$ cat src/hdl/asbs_pkg.sv
package asbs_pkg;

  // Field widths.
  localparam int unsigned LEVEL_W = 8;
  localparam int unsigned SPEED_W = 16;
  localparam int unsigned FADE_W  = 16;
  localparam int unsigned CFG_IDX_W = 2;
  localparam int unsigned CFG_DATA_W = 8;

  // Quotient bits produced by the fade-step divider, one per cycle.
  localparam int unsigned DIV_STEPS = FADE_W;
  localparam int unsigned DIV_CNT_W = $clog2(DIV_STEPS + 1);

  // Register indexes on the configuration port.
  localparam logic [CFG_IDX_W-1:0] REG_BOOST_TICKS  = 2'd0;
  localparam logic [CFG_IDX_W-1:0] REG_FADE_TICKS   = 2'd1;
  localparam logic [CFG_IDX_W-1:0] REG_RESTART_MODE = 2'd2;

  // Register reset values.
  localparam logic [LEVEL_W-1:0] BOOST_TICKS_RST = 8'd20;
  localparam logic [LEVEL_W-1:0] FADE_TICKS_RST  = 8'd35;
  localparam logic               RESTART_MODE_RST = 1'b0;

  // Startup boost phases.
  typedef enum logic [5:0] {
    PH_IDLE  = 6'b000001,
    PH_START = 6'b000010,
    PH_BOOST = 6'b000100,
    PH_END   = 6'b001000,
    PH_FADE  = 6'b010000,
    PH_WAIT  = 6'b100000
  } phase_t;

  // Request handling sequencer.
  typedef enum logic [3:0] {
    C_IDLE = 4'b0001,
    C_ADV  = 4'b0010,
    C_DIV  = 4'b0100,
    C_RAMP = 4'b1000
  } ctrl_t;

endpackage

$ cat src/hdl/asbs_div.sv
module asbs_div (
  input  logic                                 clk,
  input  logic                                 rst,
  input  logic                                 start,
  input  logic [asbs_pkg::FADE_W-1:0]          dividend,
  input  logic [asbs_pkg::LEVEL_W-1:0]         divisor,
  output logic                                 busy,
  output logic                                 done,
  output logic [asbs_pkg::FADE_W-1:0]          quotient
);

  logic [asbs_pkg::LEVEL_W-1:0]   rem;
  logic [asbs_pkg::FADE_W-1:0]    quo;
  logic [asbs_pkg::DIV_CNT_W-1:0] cnt;
  logic [asbs_pkg::LEVEL_W:0]     trial;
  logic                           fits;

  // One restoring step: shift in the next dividend bit and try the subtraction.
  always_comb begin
    trial = {rem, quo[asbs_pkg::FADE_W-1]};
    fits  = (trial >= {1'b0, divisor});
  end

  always_ff @(posedge clk) begin
    if (rst) begin
      busy <= 1'b0;
      done <= 1'b0;
      cnt  <= '0;
    end else begin
      done <= 1'b0;
      if (start) begin
        busy <= 1'b1;
        cnt  <= asbs_pkg::DIV_CNT_W'(asbs_pkg::DIV_STEPS);
        rem  <= '0;
        quo  <= dividend;
      end else if (busy) begin
        if (fits) begin
          rem <= asbs_pkg::LEVEL_W'(trial - {1'b0, divisor});
        end else begin
          rem <= trial[asbs_pkg::LEVEL_W-1:0];
        end
        quo <= {quo[asbs_pkg::FADE_W-2:0], fits};
        cnt <= cnt - 1'b1;
        if (cnt == asbs_pkg::DIV_CNT_W'(1)) begin
          busy <= 1'b0;
          done <= 1'b1;
        end
      end
    end
  end

  assign quotient = quo;

endmodule

$ cat src/hdl/assist_startup_boost_sequencer.sv
// Startup boost sequencer for pedal assist.
// Each request on the input channel (in_valid/in_ready) is one control tick.
// While boost ticks is non-zero the block advances the idle, start, boost,
// end, fade and wait phases, then ramps the faded current, and returns
// exactly one result on the output channel (out_valid/out_ready): boost
// flag, fade flag, current. A tick is accepted, advances the phase, then
// ramps and loads the result register; the tick that enters the fade with a
// non-zero fade length first waits for the fade step from a divider
// giving one quotient bit per cycle. The input is not ready while a tick is
// in work, so a new tick is accepted only after the last one is loaded.
// The result register lets the next tick be accepted while a result waits;
// if the receiver stalls, that next tick is held before its result stage.
// Registers are written on the cfg channel (cfg_valid/cfg_ready, always
// ready), index 0 boost ticks, 1 fade ticks, 2 restart mode; the user must
// write them only while no tick is in work, as the block does not enforce
// it. Reset: 20, 35, 0; sequence idle; flags, timers, fade state cleared.
module assist_startup_boost_sequencer (
  input  logic                                  clk,
  input  logic                                  rst,
  input  logic                                  cfg_valid,
  output logic                                  cfg_ready,
  input  logic [asbs_pkg::CFG_IDX_W-1:0]        cfg_index,
  input  logic [asbs_pkg::CFG_DATA_W-1:0]       cfg_data,
  input  logic                                  in_valid,
  output logic                                  in_ready,
  input  logic [asbs_pkg::LEVEL_W-1:0]          torque_level,
  input  logic [asbs_pkg::LEVEL_W-1:0]          torque_raw_level,
  input  logic [asbs_pkg::LEVEL_W-1:0]          cadence_rpm,
  input  logic [asbs_pkg::SPEED_W-1:0]          wheel_speed,
  input  logic                                  brake_on,
  input  logic [asbs_pkg::LEVEL_W-1:0]          target_current,
  input  logic [asbs_pkg::LEVEL_W-1:0]          seed_current,
  output logic                                  out_valid,
  input  logic                                  out_ready,
  output logic                                  boost_active,
  output logic                                  fade_active,
  output logic [asbs_pkg::LEVEL_W-1:0]          current_out
);

  // Configuration registers.
  logic [asbs_pkg::LEVEL_W-1:0] boost_ticks;
  logic [asbs_pkg::LEVEL_W-1:0] fade_ticks;
  logic                         restart_mode;

  // Captured request.
  logic [asbs_pkg::LEVEL_W-1:0] torque;
  logic [asbs_pkg::LEVEL_W-1:0] raw;
  logic [asbs_pkg::LEVEL_W-1:0] cadence;
  logic [asbs_pkg::SPEED_W-1:0] speed;
  logic                         brake;
  logic [asbs_pkg::LEVEL_W-1:0] target;
  logic [asbs_pkg::LEVEL_W-1:0] seed;

  // Sequence state.
  asbs_pkg::ctrl_t              ctrl, ctrl_next;
  asbs_pkg::phase_t             phase, phase_next;
  logic [asbs_pkg::LEVEL_W-1:0] boost_timer, boost_timer_next;
  logic [asbs_pkg::LEVEL_W-1:0] fade_steps_left, fade_steps_left_next;
  logic [asbs_pkg::FADE_W-1:0]  fade_value, fade_value_next;
  logic [asbs_pkg::FADE_W-1:0]  fade_step, fade_step_next;
  logic                         boost_flag, boost_flag_next;
  logic                         fade_flag, fade_flag_next;

  // Working values.
  logic [asbs_pkg::LEVEL_W-1:0] timer_dec;
  logic [asbs_pkg::LEVEL_W-1:0] steps_dec;
  logic [asbs_pkg::FADE_W-1:0]  goal;
  logic                         load_out;
  logic                         div_start;
  logic                         div_busy;
  logic                         div_done;
  logic [asbs_pkg::FADE_W-1:0]  div_quotient;

  assign cfg_ready = 1'b1;
  assign in_ready  = (ctrl == asbs_pkg::C_IDLE);

  // Divider for the fade step.
  asbs_div u_div (
    .clk      (clk),
    .rst      (rst),
    .start    (div_start),
    .dividend ({seed, asbs_pkg::LEVEL_W'(0)}),
    .divisor  (fade_ticks),
    .busy     (div_busy),
    .done     (div_done),
    .quotient (div_quotient)
  );

  // Sequencer and phase update.
  always_comb begin
    ctrl_next            = ctrl;
    phase_next           = phase;
    boost_timer_next     = boost_timer;
    fade_steps_left_next = fade_steps_left;
    fade_value_next      = fade_value;
    fade_step_next       = fade_step;
    boost_flag_next      = boost_flag;
    fade_flag_next       = fade_flag;
    div_start            = 1'b0;
    load_out             = 1'b0;
    timer_dec = (boost_timer != '0) ? boost_timer - 1'b1 : boost_timer;
    steps_dec = (fade_steps_left != '0) ? fade_steps_left - 1'b1 : fade_steps_left;
    goal      = {target, asbs_pkg::LEVEL_W'(0)};

    unique case (ctrl)
      asbs_pkg::C_IDLE: begin
        if (in_valid) begin
          ctrl_next = asbs_pkg::C_ADV;
        end
      end
      asbs_pkg::C_ADV: begin
        ctrl_next = asbs_pkg::C_RAMP;
        if (boost_ticks != '0) begin
          unique case (phase)
            asbs_pkg::PH_IDLE: begin
              if (torque != '0 && !brake) begin
                phase_next = asbs_pkg::PH_START;
              end
            end
            asbs_pkg::PH_START: begin
              boost_flag_next  = 1'b1;
              boost_timer_next = boost_ticks;
              phase_next       = asbs_pkg::PH_BOOST;
            end
            asbs_pkg::PH_BOOST: begin
              boost_timer_next = timer_dec;
              if (torque == '0 || timer_dec == '0) begin
                phase_next = asbs_pkg::PH_END;
              end
            end
            asbs_pkg::PH_END: begin
              boost_flag_next      = 1'b0;
              fade_steps_left_next = fade_ticks;
              fade_value_next      = {seed, asbs_pkg::LEVEL_W'(0)};
              fade_flag_next       = 1'b1;
              phase_next           = asbs_pkg::PH_FADE;
              if (fade_ticks != '0) begin
                div_start = 1'b1;
                ctrl_next = asbs_pkg::C_DIV;
              end else begin
                fade_step_next = '0;
              end
            end
            asbs_pkg::PH_FADE: begin
              fade_steps_left_next = steps_dec;
              if (raw == '0 || cadence == '0 || steps_dec == '0) begin
                fade_flag_next       = 1'b0;
                fade_steps_left_next = '0;
                phase_next           = asbs_pkg::PH_WAIT;
              end
            end
            asbs_pkg::PH_WAIT: begin
              if (restart_mode == 1'b0) begin
                if (speed == '0 && raw == '0) begin
                  phase_next = asbs_pkg::PH_IDLE;
                end
              end else if (raw == '0 || cadence == '0) begin
                phase_next = asbs_pkg::PH_IDLE;
              end
            end
            default: begin
              phase_next = phase;
            end
          endcase
        end
      end
      asbs_pkg::C_DIV: begin
        if (div_done) begin
          fade_step_next = div_quotient;
          ctrl_next      = asbs_pkg::C_RAMP;
        end
      end
      asbs_pkg::C_RAMP: begin
        // The fade ramp is committed together with the result.
        if (!out_valid || out_ready) begin
          load_out  = 1'b1;
          ctrl_next = asbs_pkg::C_IDLE;
          if (fade_flag) begin
            priority if (fade_value > goal) begin
              fade_value_next = fade_value - fade_step;
            end else if (fade_value < goal) begin
              fade_value_next = fade_value + fade_step;
            end
          end
        end
      end
      default: begin
        ctrl_next = asbs_pkg::C_IDLE;
      end
    endcase
  end

  // Configuration registers.
  always_ff @(posedge clk) begin
    if (rst) begin
      boost_ticks  <= asbs_pkg::BOOST_TICKS_RST;
      fade_ticks   <= asbs_pkg::FADE_TICKS_RST;
      restart_mode <= asbs_pkg::RESTART_MODE_RST;
    end else if (cfg_valid && cfg_ready) begin
      unique case (cfg_index)
        asbs_pkg::REG_BOOST_TICKS:  boost_ticks  <= cfg_data;
        asbs_pkg::REG_FADE_TICKS:   fade_ticks   <= cfg_data;
        asbs_pkg::REG_RESTART_MODE: restart_mode <= cfg_data[0];
        default: begin
        end
      endcase
    end
  end

  // Request capture.
  always_ff @(posedge clk) begin
    if (in_valid && in_ready) begin
      torque  <= torque_level;
      raw     <= torque_raw_level;
      cadence <= cadence_rpm;
      speed   <= wheel_speed;
      brake   <= brake_on;
      target  <= target_current;
      seed    <= seed_current;
    end
  end

  // Sequence state.
  always_ff @(posedge clk) begin
    if (rst) begin
      ctrl            <= asbs_pkg::C_IDLE;
      phase           <= asbs_pkg::PH_IDLE;
      boost_timer     <= '0;
      fade_steps_left <= '0;
      fade_value      <= '0;
      fade_step       <= '0;
      boost_flag      <= 1'b0;
      fade_flag       <= 1'b0;
    end else begin
      ctrl            <= ctrl_next;
      phase           <= phase_next;
      boost_timer     <= boost_timer_next;
      fade_steps_left <= fade_steps_left_next;
      fade_value      <= fade_value_next;
      fade_step       <= fade_step_next;
      boost_flag      <= boost_flag_next;
      fade_flag       <= fade_flag_next;
    end
  end

  // Result register.
  always_ff @(posedge clk) begin
    if (rst) begin
      out_valid <= 1'b0;
    end else if (load_out) begin
      out_valid <= 1'b1;
    end else if (out_ready) begin
      out_valid <= 1'b0;
    end
  end

  always_ff @(posedge clk) begin
    if (load_out) begin
      boost_active <= boost_flag;
      fade_active  <= fade_flag;
      current_out  <= fade_flag ? fade_value_next[asbs_pkg::FADE_W-1 -: asbs_pkg::LEVEL_W]
                                : target;
    end
  end

  // Boost and fade never overlap.
  a_flags_exclusive: assert property (@(posedge clk) disable iff (rst)
    !(boost_flag && fade_flag))
    else $error("boost and fade flags set together");

  // The boost flag tracks the boost and end phases.
  a_boost_phase: assert property (@(posedge clk) disable iff (rst)
    boost_flag == (phase == asbs_pkg::PH_BOOST || phase == asbs_pkg::PH_END))
    else $error("boost flag out of step with phase");

  // The fade flag tracks the fade phase.
  a_fade_phase: assert property (@(posedge clk) disable iff (rst)
    fade_flag == (phase == asbs_pkg::PH_FADE))
    else $error("fade flag out of step with phase");

  // The divider only runs while the sequencer waits for it.
  a_div_owned: assert property (@(posedge clk) disable iff (rst)
    (div_busy || div_done) |-> (ctrl == asbs_pkg::C_DIV))
    else $error("divider active outside the divide step");

  // A result is loaded only into a free or draining result register.
  a_no_overwrite: assert property (@(posedge clk) disable iff (rst)
    (out_valid && !out_ready) |-> !load_out)
    else $error("result register overwritten");

endmodule
$ cat config.mk
export PLATFORM = sky130hd
export DESIGN_NAME = assist_startup_boost_sequencer
export DESIGN_NICKNAME = d
export VERILOG_FILES = /design/src/hdl/asbs_pkg.sv /design/src/hdl/asbs_div.sv /design/src/hdl/assist_startup_boost_sequencer.sv
export SDC_FILE = /design/constraint.sdc
export NUM_CORES = 1
export LEC_CHECK = 0
export BUFFER_PORTS_ARGS = -buffer_cell sky130_fd_sc_hd__buf_2
export CAP_MARGIN = 20
export CORE_MARGIN = 2
export CORE_UTILIZATION = 55
export CTS_BUF_LIST = sky130_fd_sc_hd__clkbuf_16
export DETAILED_ROUTE_END_ITERATION = 6
export MAX_ROUTING_LAYER = met4
export PLACE_DENSITY = 0.77
export RECOVER_POWER = 25
export SYNTH_ARGS = -nofsm -noshare
export SYNTH_HDL_FRONTEND = slang
export SYNTH_HIERARCHICAL = 1
export SYNTH_SLANG_ARGS = --single-unit
$ cat constraint.sdc
create_clock -name clk -period 3.3 [get_ports clk]
set_clock_uncertainty 0.15 [all_clocks]
set_input_delay 0.33 -clock clk [delete_from_list [all_inputs] [get_ports clk]]
set_output_delay 0.33 -clock clk [all_outputs]
set_load 0.01 [all_outputs]
==> results of run 1 <==
[synth_stat cells (17+ instances only)]
cell	count
a211oi_1	17
a21oi_1	75
clkbuf_1	36
dfxtp_1	85
edfxtp_1	91
ha_1	52
inv_1	57
mux2_2	18
nand2_1	90
nand3_1	37
nor2_1	97
nor3_1	33
nor4_1	25
o21ai_0	39
[power breakdown]
| group | total, mW | leakage [nW] | internal, mW | switching [mW] |
|---|---|---|---|---|
| Combinational | 0.386 | 2.67 | 0.172 | 0.214 |
| Clock | 2.03 | 0.288 | 1.02 | 1.00 |
| Sequential | 2.50 | 1.53 | 2.44 | 0.0654 |
| Total | 4.92 | 4.49 | 3.63 | 1.28 |
[metal layers]
layer  vias to the layer above  GRT usage (%)
met5                         -              -
met4                         0           8.59
met3                        39           6.33
met2                       369           45.8
met1                      3982           40.6
li1                       4102              -
[repair_timing]
action                                 4_1_cts  5_1_grt
setup buffers                                0        1
hold buffers                                65        0
gates resized for setup                      0        5
setup endpoints to repair                    0        9
endpoints found under the hold margin       72        0
[worst register-to-register path, delay by kind of cell, from the launching register on]
kind / cells / cell delay [ns]
flops: 1 / 0.37
fa+ha+maj: 1 / 0.30
mux: 1 / 0.27
simple gates: 3 / 0.80
buf+inv: 2 / 0.27
compound gates: 4 / 0.72
[state kept, by name, indices dropped and copies added (netlist names), 16 cells and up]
| register | count |
|---|---|
| fade_step | 16 |
| fade_value | 16 |
| speed | 16 |
| u_div/quotient | 16 |
[metrics by stage]
stage	hold WS [ns]	util, %	power, mW	instance area (um^2)
2_1_floorplan	0.259	-	2.72	9780
3_3_place_gp	0.274	60.9	2.85	10500
4_1_cts	0.0997	68.1	4.91	11800
6_report	0.112	68.2	4.92	11800
3_5_place_dp	0.278	60.9	2.86	10500
5_1_grt	0.130	68.2	5.07	11800
[cell usage in the layout, fill, tap and decap left out, types with 10 or more instances in the layout]
| master | Yosys | final |
|---|---|---|
| clkbuf_16 | 0 | 17 |
| nor2_1 | 97 | 95 |
| clkbuf_1 | 36 | 12 |
| buf_2 | 3 | 71 |
| edfxtp_1 | 91 | 91 |
| o211ai_1 | 11 | 11 |
| nor4_1 | 25 | 25 |
| a22oi_1 | 10 | 10 |
| o21a_1 | 13 | 13 |
| dfxtp_1 | 85 | 85 |
| a211oi_1 | 17 | 17 |
| xnor2_1 | 12 | 12 |
| nor2b_1 | 13 | 13 |
| or3_1 | 11 | 11 |
| o21ai_0 | 39 | 39 |
| buf_4 | 1 | 30 |
| inv_1 | 57 | 57 |
| ha_1 | 52 | 52 |
| nand3_1 | 37 | 37 |
| nor3_1 | 33 | 32 |
| mux2_2 | 18 | 18 |
| dlygate4sd3_1 | 0 | 65 |
| mux2i_1 | 13 | 13 |
| nand2_1 | 90 | 90 |
| a21oi_1 | 75 | 74 |
[cells by family (layout without fill, tap and decap cells)]
group,Yosys count,in the layout,synth area share (%)
and+or+nand+nor,369,369,18.9
AOI/OAI and AO/OA,264,264,18.8
DFF,176,176,45.5
buffers and inverters,104,270,4.36
adders and majority gates,55,55,7.29
muxes,31,31,3.41
xor gates and xnor gates,19,19,1.71
other,2,9,0.0770
[final cells by class]
cell class	instances	share of cell area, %
clock buffers	17	3.61
multi-input cells	747	42.0
clock inverters	15	1.40
repair buffers	181	11.2
flip-flops and latches	176	37.6
well taps	225	2.39
inverters	57	1.81
[final timing paths]
check / endpoint / cells after the start / start / slack (ns)
max: current_out[5]$_DFFE_PP_ / 11 / fade_step[1]$_SDFFE_PP0P_ / 0.17
min: ctrl[0]$_SDFFE_PP1P_ / 4 / in_valid / 0.11
max reg2reg: current_out[5]$_DFFE_PP_ / 11 / fade_step[1]$_SDFFE_PP0P_ / 0.17
min reg2reg: boost_active$_DFFE_PP_ / 0 / boost_flag$_SDFFE_PP0P_ / 0.32
==> metrics, run 1 <==
status complete, no violations; WP data required between 3 and 4 ns; Clock Sink Count 176; Netlist cell types just over 80; total congestion overflow 0; pre-CTS setup slack between 0.1 and 0.15 ns; full die area 18800 um^2; PwrDens 417 nW/um^2; detail-routed net length per standard cell approximately 18 um; Synth Register Bits around 180; Yosys top cell area share 28.0%; Non-Filler Instances 1418; Synth Instances 1020; Starting Density between 50% and 60%; WL met1 ~12000 um; clock tree buffer depth 2; final slew viol count 0; Buf+Inv Stages, Crit Path 2; Post-synth EDFFs slightly above 90; Post-Syn Area between 9000 and 10000 um^2; crit end category flop; met3 WL approximately 2000 um; Leakage between 4 and 5 nW; Hold Crit Class input pin to flop; Post-Syn Area per Cell approximately 9.6 um^2; final setup violation count 0; Worst-Margin Slew slightly below 0.7 ns; IR drop worst, VDD approximately 0.45 mV; sequential fraction of the synthesis area 45.5%; CP peak stage delay roughly 0.55 ns; largest net degree at the start of global routing 89; post-synth top area cell edfxtp_1; Clock Latency Late Sink around 0.44 ns; DRC Markers 0; Detail Route Antenna Nets 0; kind of cell adding the most delay to the critical path simple AND/OR/NAND/NOR gates; CP max FO 3; CP Cell Sequence inv_1 > ha_1 > nor2b_1 > o311a_1 > a2111oi_0 > buf_4 > or4_1 > a211o_1 > nand3_1 > o21ai_1 > mux2_2; DR iter-0 viols about 800; multi-input logic area slightly below 5000 um^2; initial antenna violation count 0; setup slack after layout 0.169 ns; TritonCTS clock tree done; unrepaired setup endpoints after global routing no; Core Region ~17000 um^2; Root Buffer clkbuf_16; # port buffers 83; f_max about 320 MHz; num ports 85; final-stage net count 1307; Worst setup SP type flop; Routed WL between 20000 and 30000 um; Seq. cell area 4430 um^2; Via density between 5 and 6; total number of vias ~8500; fillers about 1400; top_reg_cell synth edfxtp_1; gr usage total ~30%; vias in the first global route between 8000 and 9000; GP Congestion between 0.9 and 1; die span in x approximately 140 um; fraction of registers with async set or reset after synthesis 0%; Cells after DPL around 1300; Final min period around 3.1 ns; Pre-antenna DRT Iters 6; clock-pin slew on the worst setup and hold paths 0.07 ns; Synth area leaders edfxtp_1 28%, dfxtp_1 17%, ha_1 6.7%; Worst path slowest cell or4_1; final hold violation count 0; ant diodes 0; yosys warns 6; CTS buffer count 17; area growth from synthesis to layout 21.0%; top sig layer met4; worst relative slew slack 54.1%; wire length on met2 around 12000 um; final period utilization 94.9%; layout cells sized above 1 15.3%; Cell Rows 48; Max Cap Violations 0; Worst Path Arrival ~3.2 ns; global-route wire length before repair about 42000 um; # H-tree levels 4; Fin Setup TNS 0 ns; placed wire-length estimate between 15000 and 20000 um; critical path type flop to flop; Die H roughly 140 um
No activity file was read; power rests on OpenSTA's default activity.
==> run 2, diff against run 1 <==
CORE_ASPECT_RATIO = 0.8   (was unset)
==> metrics, run 2 (synthesis gave the netlist of run 1 again) <==
Hold Crit Class input pin to flop; CP Cell Sequence inv_1 > ha_1 > nand2_1 > a21oi_1 > o21ai_0 > a21oi_1 > buf_4 > o2111a_1 > a311oi_1 > o211ai_1 > a31oi_1; Worst path slowest cell o21ai_0; final hold violation count 0; PwrDens a little over 400 nW/um^2; WP data required 3.38 ns; # port buffers 83; layout cells sized above 1 16.1%; CP max FO 8; TritonCTS clock tree done; Pre-antenna DRT Iters 7; Critical Path Most Common Cell a21oi_1; Clock Latency Late Sink 0.44 ns; IR drop worst, VDD 0.324 mV; detail-routed net length per standard cell about 19 um; Starting Density approximately 56%; crit end category flop; failing checks DRC, capacitance limit, slew limit; Worst-Margin Slew around 1.5 ns; Worst Path Arrival between 3 and 4 ns; area growth from synthesis to layout 21.3%; WHS 0.0134 ns; Final min period about 3.2 ns; Worst setup SP type flop; ant diodes 0; Cell Rows 43; full die area 18800 um^2; most frequent cells in the layout 95 x nor2_1, 91 x edfxtp_1, 90 x nand2_1; Via density around 6; Max Cap Violations 1; Routed WL about 27000 um; Overall Power about 4.9 mW; DR iter-0 viols between 1000 and 1500; worst relative slew slack -2.00%; Leakage roughly 4.5 nW; num ports 85; Die H 123 um; global-route wire length before repair around 42000 um; largest net degree at the start of global routing 50; most common cell after layout, fill and taps aside nor2_1; total congestion overflow 0; total number of vias 8647; setup slack after layout about 0.07 ns; CP peak stage delay around 0.45 ns; GP Congestion 1.00; Clock Sink Count 176; post-route design area 11800 um^2; status finished with violations; die span in x around 150 um; DRC Markers 4; final setup violation count 0; # H-tree levels 4; final slew viol count 33; clock tree buffer depth 2; Buf+Inv Stages, Crit Path 2; CTS buffer count 17; initial antenna violation count 0; f_max between 300 and 400 MHz; gr usage total between 20% and 30%; kind of cell adding the most delay to the critical path compound AO/OA/AOI/OAI gates; vias in the first global route slightly below 8000; placed inst area 10600 um^2; Core Region approximately 17000 um^2; final period utilization about 100%; final-stage net count between 1000 and 1500; Detail Route Antenna Nets 0; clock-pin slew on the worst setup and hold paths roughly 0.07 ns; critical path type flop to flop; pre-CTS setup slack 0.00540 ns; Root Buffer clkbuf_16; placed wire-length estimate approximately 19000 um
## run 2: layout make-up
class / count / area, um^2
clock inverters: 13 / 98.8
repair buffers: 185 / 1340
well taps: 225 / 282
clock buffers: 19 / 475
multi-input cells: 747 / 4990
fillers: 1325 / 5500
inverters: 57 / 214
flip-flops and latches: 176 / 4430
## run 2: report_power, final
| part | total [mW] | switching, mW | internal [mW] |
|---|---|---|---|
| registers | 2.50 | 0.0624 | 2.44 |
| clock network | 1.97 | 0.904 | 1.07 |
| logic | 0.384 | 0.214 | 0.170 |
| total | 4.85 | 1.18 | 3.67 |
## run 2: worst paths after layout
path                      startpoint                          to  slack (ns)  depth (start not counted)
min reg2reg  boost_flag$_SDFFE_PP0P_      boost_active$_DFFE_PP_        0.30                          0
min                      cfg_data[0]  fade_ticks[0]$_SDFFE_PP1P_        0.01                          3
max              target[3]$_DFFE_PP_    current_out[7]$_DFFE_PP_        0.07                         11
max reg2reg      target[3]$_DFFE_PP_    current_out[7]$_DFFE_PP_        0.07                         11
## run 2: worst register-to-register path: stages (launching register included)
cell	delay [ns]
edfxtp_1	0.42
inv_1	0.09
ha_1	0.25
nand2_1	0.21
a21oi_1	0.08
o21ai_0	0.45
a21oi_1	0.29
buf_4	0.25
o2111a_1	0.13
a311oi_1	0.25
o211ai_1	0.18
a31oi_1	0.28
## run 2: repair_timing
item,CTS,global route
hold endpoints to repair,63,1
hold buffers,62,1
setup endpoints to repair,1,9
pin swaps,0,2
buffers inserted,0,1
resized for setup,1,11
cloned,0,0
## run 2: through the flow
step / TNS (ns) / util, % / instances
global route: -0.0541 / 68.3 / 1422
CTS: 0 / 68.0 / 1420
global placement: 0 / 61.0 / 1326
floorplan: 0 / - / 1027
detailed placement: 0 / 61.0 / 1326
finish: 0 / 68.3 / 1422
## run 2: metal layers
metal / global-route usage, % / vias to the layer above / part of all wire, %
met4: 5.96 / 0 / 0.81
met5: - / - / 0
met2: 44.2 / 435 / 44
met1: 42.2 / 4072 / 47
li1: - / 4111 / -
met3: 5.71 / 29 / 8.8
